### src/rtl/rcu_pkg.sv
// ----------------------------------------------------------------------------
// rcu_pkg
// Shared types, operation codes and helpers for the rectangle clip unit.
// ----------------------------------------------------------------------------
package rcu_pkg;

	// default result coordinate range (signed bits)
	localparam int COORD_BITS_DEF = 32;

	// internal arithmetic width: position + size differences need 34 signed bits
	localparam int CALC_W = 34;

	typedef enum logic [2:0] {
		FN_NORMALIZE = 3'd0,
		FN_INSET     = 3'd1,
		FN_INTERSECT = 3'd2,
		FN_CONTAIN   = 3'd3,
		FN_POINT_IN  = 3'd4,
		FN_RECT_IN   = 3'd5,
		FN_EMPTY     = 3'd6
	} func_t;

	typedef struct packed {
		logic [2:0]         func;
		logic signed [31:0] a_x;
		logic signed [31:0] a_y;
		logic signed [31:0] a_w;
		logic signed [31:0] a_h;
		logic signed [31:0] b_x;
		logic signed [31:0] b_y;
		logic signed [31:0] b_w;
		logic signed [31:0] b_h;
	} item_t;

	typedef struct packed {
		logic signed [31:0] r_x;
		logic signed [31:0] r_y;
		logic [30:0]        r_w;
		logic [30:0]        r_h;
		logic               flag;
	} result_t;

	function automatic logic signed [CALC_W-1:0] smin(input logic signed [CALC_W-1:0] p,
		input logic signed [CALC_W-1:0] q);
		return (p < q) ? p : q;
	endfunction

	function automatic logic signed [CALC_W-1:0] smax(input logic signed [CALC_W-1:0] p,
		input logic signed [CALC_W-1:0] q);
		return (p > q) ? p : q;
	endfunction

	// clamp negative to zero
	function automatic logic signed [CALC_W-1:0] nneg(input logic signed [CALC_W-1:0] p);
		return p[CALC_W-1] ? '0 : p;
	endfunction

endpackage

### src/rtl/rcu_calc.sv
// ----------------------------------------------------------------------------
// rcu_calc
// Combinational rectangle arithmetic for one registered item, with saturation
// of the result to the signed COORD_BITS range.
// ----------------------------------------------------------------------------
module rcu_calc #(
	parameter int COORD_BITS = rcu_pkg::COORD_BITS_DEF
) (
	input  rcu_pkg::item_t   item,
	output rcu_pkg::result_t res
);

	localparam int CW = rcu_pkg::CALC_W;
	localparam logic signed [CW-1:0] CMAX = CW'((64'sd1 <<< (COORD_BITS - 1)) - 64'sd1);
	localparam logic signed [CW-1:0] CMIN = CW'(-(64'sd1 <<< (COORD_BITS - 1)));

	logic signed [CW-1:0] ax, ay, bx, by;
	logic signed [CW-1:0] naw, nah, nbw, nbh;
	logic signed [CW-1:0] a_r, a_b, b_r, b_b;
	logic signed [CW-1:0] in_l, in_t, in_r, in_b;
	logic signed [CW-1:0] ix_r, ix_b;
	logic signed [CW-1:0] iw, ih;
	logic signed [CW-1:0] rx, ry, rw, rh;
	logic signed [CW-1:0] rx_sat, ry_sat, rw_sat, rh_sat;
	logic                 flag;

	always_comb begin
		ax  = CW'(item.a_x);
		ay  = CW'(item.a_y);
		bx  = CW'(item.b_x);
		by  = CW'(item.b_y);
		naw = rcu_pkg::nneg(CW'(item.a_w));
		nah = rcu_pkg::nneg(CW'(item.a_h));
		nbw = rcu_pkg::nneg(CW'(item.b_w));
		nbh = rcu_pkg::nneg(CW'(item.b_h));

		// rectangle ends
		a_r = ax + naw;
		a_b = ay + nah;
		b_r = bx + nbw;
		b_b = by + nbh;

		// insets: left/top clipped to the size, right/bottom to what remains
		in_l = rcu_pkg::smin(rcu_pkg::nneg(bx), naw);
		in_t = rcu_pkg::smin(rcu_pkg::nneg(by), nah);
		in_r = rcu_pkg::smin(nbw, naw - in_l);
		in_b = rcu_pkg::smin(nbh, nah - in_t);

		ix_r = rcu_pkg::smin(a_r, b_r);
		ix_b = rcu_pkg::smin(a_b, b_b);

		iw = rcu_pkg::smin(nbw, naw);
		ih = rcu_pkg::smin(nbh, nah);

		rx   = '0;
		ry   = '0;
		rw   = '0;
		rh   = '0;
		flag = 1'b0;

		case (item.func)
			rcu_pkg::FN_NORMALIZE: begin
				rx = ax;
				ry = ay;
				rw = naw;
				rh = nah;
			end
			rcu_pkg::FN_INSET: begin
				rx = ax + in_l;
				ry = ay + in_t;
				rw = naw - in_l - in_r;
				rh = nah - in_t - in_b;
			end
			rcu_pkg::FN_INTERSECT: begin
				rx = rcu_pkg::smax(ax, bx);
				ry = rcu_pkg::smax(ay, by);
				rw = rcu_pkg::nneg(ix_r - rcu_pkg::smax(ax, bx));
				rh = rcu_pkg::nneg(ix_b - rcu_pkg::smax(ay, by));
			end
			rcu_pkg::FN_CONTAIN: begin
				// move B inside A, shrinking it to A's size first
				rx = rcu_pkg::smin(rcu_pkg::smax(bx, ax), a_r - iw);
				ry = rcu_pkg::smin(rcu_pkg::smax(by, ay), a_b - ih);
				rw = iw;
				rh = ih;
			end
			rcu_pkg::FN_POINT_IN: begin
				flag = (bx >= ax) && (by >= ay) && (bx < a_r) && (by < a_b);
			end
			rcu_pkg::FN_RECT_IN: begin
				flag = (bx >= ax) && (by >= ay) && (b_r <= a_r) && (b_b <= a_b);
			end
			rcu_pkg::FN_EMPTY: begin
				flag = item.a_w[31] || (item.a_w == '0) || item.a_h[31] || (item.a_h == '0);
			end
			default: begin
				flag = 1'b0;
			end
		endcase

		rx_sat = (rx < CMIN) ? CMIN : ((rx > CMAX) ? CMAX : rx);
		ry_sat = (ry < CMIN) ? CMIN : ((ry > CMAX) ? CMAX : ry);
		// sizes are never negative here
		rw_sat = (rw > CMAX) ? CMAX : rw;
		rh_sat = (rh > CMAX) ? CMAX : rh;

		res.r_x  = rx_sat[31:0];
		res.r_y  = ry_sat[31:0];
		res.r_w  = rw_sat[30:0];
		res.r_h  = rh_sat[30:0];
		res.flag = flag;
	end

endmodule

### src/rtl/rectangle_clip_unit.sv
// ----------------------------------------------------------------------------
// rectangle_clip_unit
// Axis-aligned rectangle normalize, inset, intersect, contain and test
// operations, one transaction per clock.
// ----------------------------------------------------------------------------
//
//  channel  | handshake            | payload
//  ---------+----------------------+---------------------------------------
//  command  | start / busy         | func, a_x, a_y, a_w, a_h, b_x..b_h
//  result   | done (one-cycle)     | r_x, r_y, r_w, r_h, flag
//
// A command is taken on any edge with start high; busy is always low, so one
// command per clock is sustained. The command is registered, then one pass of
// adders/comparators feeds the result register, which is loaded together with done.
// Reset clears the valid bits only; the payload registers are left alone.
// The receiver cannot stall: each result is shown for exactly one cycle.
//
module rectangle_clip_unit #(
	parameter int COORD_BITS = rcu_pkg::COORD_BITS_DEF
) (
	input  logic               clk,
	input  logic               arst_n,
	input  logic               start,
	output logic               busy,
	input  logic [2:0]         func,
	input  logic signed [31:0] a_x,
	input  logic signed [31:0] a_y,
	input  logic signed [31:0] a_w,
	input  logic signed [31:0] a_h,
	input  logic signed [31:0] b_x,
	input  logic signed [31:0] b_y,
	input  logic signed [31:0] b_w,
	input  logic signed [31:0] b_h,
	output logic               done,
	output logic signed [31:0] r_x,
	output logic signed [31:0] r_y,
	output logic [30:0]        r_w,
	output logic [30:0]        r_h,
	output logic               flag
);

	logic             valid_s1;
	rcu_pkg::item_t   item_s1;
	rcu_pkg::result_t res_c;
	logic             done_q;
	rcu_pkg::result_t res_q;
	logic             accept;

	assign busy   = 1'b0;
	assign accept = start && !busy;

	always_ff @(posedge clk or negedge arst_n) begin
		if (!arst_n) begin
			valid_s1 <= 1'b0;
			done_q   <= 1'b0;
		end else begin
			valid_s1 <= accept;
			done_q   <= valid_s1;
		end
	end

	always_ff @(posedge clk) begin
		if (accept) begin
			item_s1 <= '{func: func, a_x: a_x, a_y: a_y, a_w: a_w, a_h: a_h,
				b_x: b_x, b_y: b_y, b_w: b_w, b_h: b_h};
		end
		if (valid_s1) begin
			res_q <= res_c;
		end
	end

	rcu_calc #(
		.COORD_BITS(COORD_BITS)
	) u_calc (
		.item(item_s1),
		.res (res_c)
	);

	assign done = done_q;
	assign r_x  = res_q.r_x;
	assign r_y  = res_q.r_y;
	assign r_w  = res_q.r_w;
	assign r_h  = res_q.r_h;
	assign flag = res_q.flag;

endmodule

### config.mk
export PLATFORM = sky130hd
export DESIGN_NAME = rectangle_clip_unit
export DESIGN_NICKNAME = d
export VERILOG_FILES = /design/src/rtl/rcu_pkg.sv /design/src/rtl/rcu_calc.sv /design/src/rtl/rectangle_clip_unit.sv
export SDC_FILE = /design/constraint.sdc
export NUM_CORES = 2
export LEC_CHECK = 0
export ABC_AREA = 1
export ABC_CLOCK_PERIOD_IN_PS = 9750
export BUFFER_PORTS_ARGS = -buffer_cell sky130_fd_sc_hd__buf_2
export CAP_MARGIN = 10
export CORE_ASPECT_RATIO = 1.2
export CORE_MARGIN = 2
export CORE_UTILIZATION = 38
export CTS_BUF_LIST = sky130_fd_sc_hd__clkbuf_16
export DETAILED_ROUTE_END_ITERATION = 16
export SYNTH_ARGS = -nofsm -noshare
export SYNTH_HDL_FRONTEND = slang
export SYNTH_HIERARCHICAL = 1
export SYNTH_SLANG_ARGS = --single-unit
### constraint.sdc
create_clock -name clk -period 9.75 [get_ports clk]
set_input_delay 1.4625 -clock clk [delete_from_list [all_inputs] [get_ports clk]]
set_output_delay 1.4625 -clock clk [all_outputs]
set_load 0.02 [all_outputs]
==> Word level (Yosys, flattened, before mapping) <==
Cells that the tools add are included.
{ "classes": {"addsub": 14, "n_lt_le_gt_ge": 26, "eq_ne": 6, "n_mux": 29, "n_reduce_logical": 11} }
{ "ops": {"columns": ["operator", "n"], "rows": [
  ["$pmux 34 s4", 4],
  ["$mux 34", 14],
  ["$lt 34x34->1", 10],
  ["$sub 34x34->34", 8],
  ["$mux 31", 6],
  ["$gt 34x32->1 const B", 4],
  ["$add 32x32->33", 4],
  ["$gt 32x32->1", 4],
  ["$add 32x34->34", 2],
  ["$le 34x34->1", 2],
  ["$lt 32x34->1", 2],
  ["$lt 34x32->1 const B", 2],
  ["$mux 33", 2],
  ["$ge 32x32->1", 2],
  ["$logic_not 32->1", 2],
  ["$mux 32", 2],
  ["$eq 3x3->1 const B", 3],
  ["$eq 3x2->1 const B", 2],
  ["$logic_and 1x1->1", 5],
  ["$eq 3x1->1 const B", 1],
  ["$logic_not 3->1", 1],
  ["$logic_or 1x1->1", 3],
  ["$pmux 1 s3", 1]
]} }
{ "totals": {"register_bits": 388, "input_bits": 262, "out_inout_bits": 129, "word_cells": 102} }

==> Logic depth before layout (Yosys ltp) <==
{ "depth": {"ltp_word": 9, "depth_mapped": 73, "ltp_nobuf": 69} }

==> Modules after synthesis <==
Netlist, hierarchy kept.
{ "modules_own_cells": {"columns": ["module", "n_inst", "cells_per_inst", "area_each_um2", "seq_area_each_um2"], "rows": [
  ["rcu_calc", 1, 7525, 42660.9, 0.0],
  ["rectangle_clip_unit", 1, 390, 11652.4, 11641.2]
]} }

==> Worst setup path before layout <==
OpenSTA, ideal clock, no wires.
{ "synth_path": {"kind": "reg-to-reg", "from": "register item_s1[159] in the netlist's numbering", "to": "register res_q, in the netlist r_h[24], data pin", "setup_time_ns": 0.258, "arrival_time_ns": 9.357, "required_ns": 9.492, "path_slack_ns": 0.134, "path_stages_with_launch": 63, "n_path_buf": 5, "synth_period_minus_slack_ns": 9.616, "path_cell_list": "edfxtp_1 > inv_2 > clkbuf_1 > clkbuf_1 > nand2_1 > ha_1 > a21o_1 > a21oi_1 > o21ai_0 > a21oi_1 > o221ai_1 > a21oi_1 > nor4_1 > nor2_1 > clkbuf_1 > nand2_1 > o21ai_0 > inv_1 > [... 27 more ...] > fa_1 > nand3_1 > nand3_1 > inv_1 > nor2_1 > nor2_1 > o21a_1 > o21ai_0 > nand2_1 > nand2_1 > a21boi_0 > o21ai_0 > a21oi_1 > or2_2 > nand3_1 > o21ai_0 > nor2_1 > nand2_1"} }
{ "synth_via": {"elab_chain_cells": 9, "word_cells_on_any_way": 16, "classes_between": "add/sub (4); order compare (5); mux (7)"} }
{ "synth_rtl": {"columns": ["element", "line_no", "text"], "rows": [
  ["from (decl)", "rectangle_clip_unit.sv:43", "rcu_pkg::item_t item_s1;"],
  ["from (signal assigned)", "rectangle_clip_unit.sv:64", "item_s1 <= '{func: func, a_x: a_x, a_y: a_y, a_w: a_w, a_h: a_h,"],
  ["$mux 31 *", "rcu_pkg.sv:55", "return p[CALC_W-1] ? '0 : p;"],
  ["$lt 34x34->1", "rcu_pkg.sv:45", "return (p < q) ? p : q;"],
  ["$mux 34", "rcu_pkg.sv:45", null],
  ["$sub 34x34->34", "rcu_calc.sv:47, rcu_calc.sv:72", null],
  ["$lt 34x34->1", "rcu_pkg.sv:45", null],
  ["$mux 34", "rcu_pkg.sv:45", null],
  ["$sub 34x34->34", "rcu_calc.sv:72", "rh = nah - in_t - in_b;"],
  ["$pmux 34 s4 *", "rcu_calc.sv:61", "case (item.func)"],
  ["$gt 34x32->1", "rcu_calc.sv:105", "rh_sat = (rh > CMAX) ? CMAX : rh;"],
  ["to (signal assigned)", "rectangle_clip_unit.sv:68", "res_q <= res_c;"],
  ["to (decl)", "rectangle_clip_unit.sv:46", "rcu_pkg::result_t res_q;"]
]} }
Every way passes the cells marked *; elsewhere a longest branch is shown, timed or not.
A chain may end at the register's enable or synchronous reset.

==> Worst setup path in the final report <==
{ "layout_path": {"from": "register item_s1[159] in the netlist's numbering", "to": "register res_q, in the netlist r_h[6], data pin"} }
Same word-level chain as after synthesis.

==> results.toml <==
[status]
run_status = "finished, final reports clean"

[timing]
fin_crit_sh = 0.960
finClkSkew_ns = 0.0577
fin_crit_ns = 9.36
slew_violations = 0
hold_violations = 0
fmax_mhz = 107
setup_viol_count_final = 0
worst_pin_slew_ns = 1.35
whs_ns = 0.606
rsz0062_at_grt = "yes"
relSlewSlack = 0.0935

[grt]
grt_antenna_before_repair = 15
gr-usage-met2 = 0.442
use_met3 = 0.0823
overflow = 0
grtUsageTotal = 0.347
met1_usage = 0.570
grt_pass1_wl_um = 369000
grt_max_degree = 112
busiest_layer = "met1"
grt_pass1_vias = 55400

[die]
fp.coreArea_um2 = 142000
start_util = 0.384
chipHeight_um = 418
die_w_um = 349
die-area_um2 = 146000
num_io_pins = 391
rows = 151

[routing]
viasPerCell = 5.66
first_pass_iters = 6
routed_wl_um = 265000
via_count = 61200
drc = 0
drt_iter0_drc = 7752
antenna_left = 0
wl_per_cell_um = 24.5

[pwr]
combPwrFrac = 0.793
p_leak_uw = 0.0341
powerDensity_nw_per_um2 = 320
p_clk_frac = 0.090
switchingPower_uw = 11400
p_int_uw = 9850
vdd_drop_max_mv = 0.258
netSwitchingFraction = 0.537
p_seq_frac = 0.118

[worst_setup_path]
path_class = "reg -> reg"
slowest_delay_ns = 0.47
worst_ep_arrival_time_ns = 9.76
cp-end-kind = "flip-flop"
rrSetupSlack_ns = 0.39
timing.rr.start = "item_s1[159]"
crit_path_top_delay_cell = "edfxtp_1"
crit_fanout = 36
required_ns = 10.15
critPathLaunchType = "flip-flop"
startpoint = "item_s1[159]"
cp_common_cell = "nand2_1"

[synthesis]
syn_area_um2 = 54300
async_reset_ff_frac = 0.00515
synth_area_leaders = "edfxtp_1 21%, ha_1 20%, nand2_1 12%"
synth_common_cells = "1,795 x nand2_1, 1,189 x inv_1, 880 x ha_1"
ys_seq_area_frac = 0.214
synth_cells = 7915
yosysWarnings = 6
yosysTopAreaCell = "edfxtp_1"
synth_top_cell_area_share = 0.213
synth_edf_count = 386
synth_nets = 9071
synth_most_common_cell = "nand2_1"
syn_avg_cell_area_um2 = 6.86
ys_seq_elements = 388
netlist-cell-type-count = 70
synthFlopType = "edfxtp_1"

[clock_tree]
cts.sinks = 388
cts.path.max_buffers = 3
cts_root_buf = "clkbuf_16"
cts_inserted_buffers = 47
holdBufCountCts = 0
cts_tree = "built"
clkLatencyLatePin_ns = 0.68
path_clk_slew_ns = 0.06
cts_max_level = 2

[layout]
finalNetCount = 10100
drive_above_1_share = 0.170
area_growth_pct = 22.4
fin_area_um2 = 66500

[place]
placed_cell_area_um2 = 63500
hpwl_um = 226000
portBuffers = 389
gp_congestion = 1.04

[run]
drv_cap = 0

[min_path]
min_path_type = "in -> async"
==> repair_timing <==
action                                 in CTS  in global routing
gates cloned                                0                  6
resized for setup                          29                238
pin swaps                                   2                 73
endpoints found under the hold margin       0                  0
setup endpoints to repair                  62                 93
setup buffers                               3                 28
==> through the flow <==
stage | setup slack (ns) | TNS [ns] | power, µW | util | instances
floorplan | 0.134 | 0 | 12000 | - | 7915
global placement | -0.420 | -12.72 | 18200 | 0.449 | 10700
detailed placement | -0.516 | -18.95 | 18300 | 0.449 | 10700
CTS | 0.0104 | 0 | 20400 | 0.461 | 10800
global route | -0.167 | -2.95 | 22900 | 0.470 | 10800
finish | 0.386 | 0 | 21300 | 0.470 | 10800
==> cell usage in the layout, fill, tap and decap left out, types with 17 or more instances in the layout <==
cell type / count
xnor2_1: 108
edfxtp_1: 386
a211oi_1: 46
o21ai_0: 689
a21oi_1: 716
inv_1: 1182
nand4_1: 90
nand2_1: 1773
o21ai_2: 29
o22ai_1: 114
buf_2: 388
or2_2: 49
nor3_1: 90
buf_4: 742
o211ai_1: 31
o21ai_1: 47
nor2_1: 498
inv_2: 17
nor2_2: 21
nand3_1: 281
a21o_1: 40
o221ai_1: 27
o21bai_1: 18
a31oi_1: 49
nor4_1: 46
o21a_1: 42
a21boi_0: 19
ha_1: 861
a21oi_2: 26
nand2_2: 28
clkbuf_16: 54
xor2_1: 187
==> cells by family after synthesis <==
kind of cell | share of synthesized area
DFF | 0.214
and+or+nand+nor | 0.226
adders and majority gates | 0.208
AOI/OAI and AO/OA | 0.206
other | 0.0000690
buffers and inverters | 0.0975
xor gates and xnor gates | 0.0485
==> final timing paths <==
path,endpoint,cells past startpoint
max,r_h[6],54
min reg2reg,done,0
max in group asynchronous,valid_s1,1
min,valid_s1,1
max reg2reg,r_h[6],54
min in group clk,done,0
==> power by group through the flow <==
stage | combinational, µW | clock, µW | sequential [µW]
after CTS | 15900 | 1960 | 2500
after global routing | 18400 | 2000 | 2510
after floorplan | 9300 | 0 | 2670
final | 16900 | 1910 | 2510
after global placement | 15700 | 0 | 2530
after detailed placement | 15800 | 0 | 2520
==> sequential cells by signal, indices dropped and copies added (netlist names) <==
name,cells
r_x,32
valid_s1,1
flag,1
done,1
item_s1,259
r_w,31
r_y,32
r_h,31
==> routing by layer <==
layer	up-vias	wire (µm)
met2	3018	95500
li1	29100	-
met1	28900	131000
met5	-	195
met4	4	4990
met3	200	33400
==> worst max-delay path: cells and delay by family, from the launching register on <==
kind | cells | cell delay [ns]
AO/OA/AOI/OAI | 15 | 2.56
AND/OR/NAND/NOR | 20 | 2.41
buffers and inverters | 13 | 1.79
adder cells (fa/ha/maj) | 5 | 1.51
flip-flops | 1 | 0.47
XOR/XNOR | 1 | 0.28
==> area by class of cell <==
type / instances / area [µm²]
diodes: 8 / 20.0
fillers: 14700 / 75000
clock buffers: 48 / 1200
repair buffers: 1160 / 8060
well taps: 1836 / 2300
clock inverters: 40 / 410
flip-flops and latches: 388 / 11600
multi-input cells: 6145 / 38300
inverters: 1201 / 4520
(Power assumes the default switching activity.)
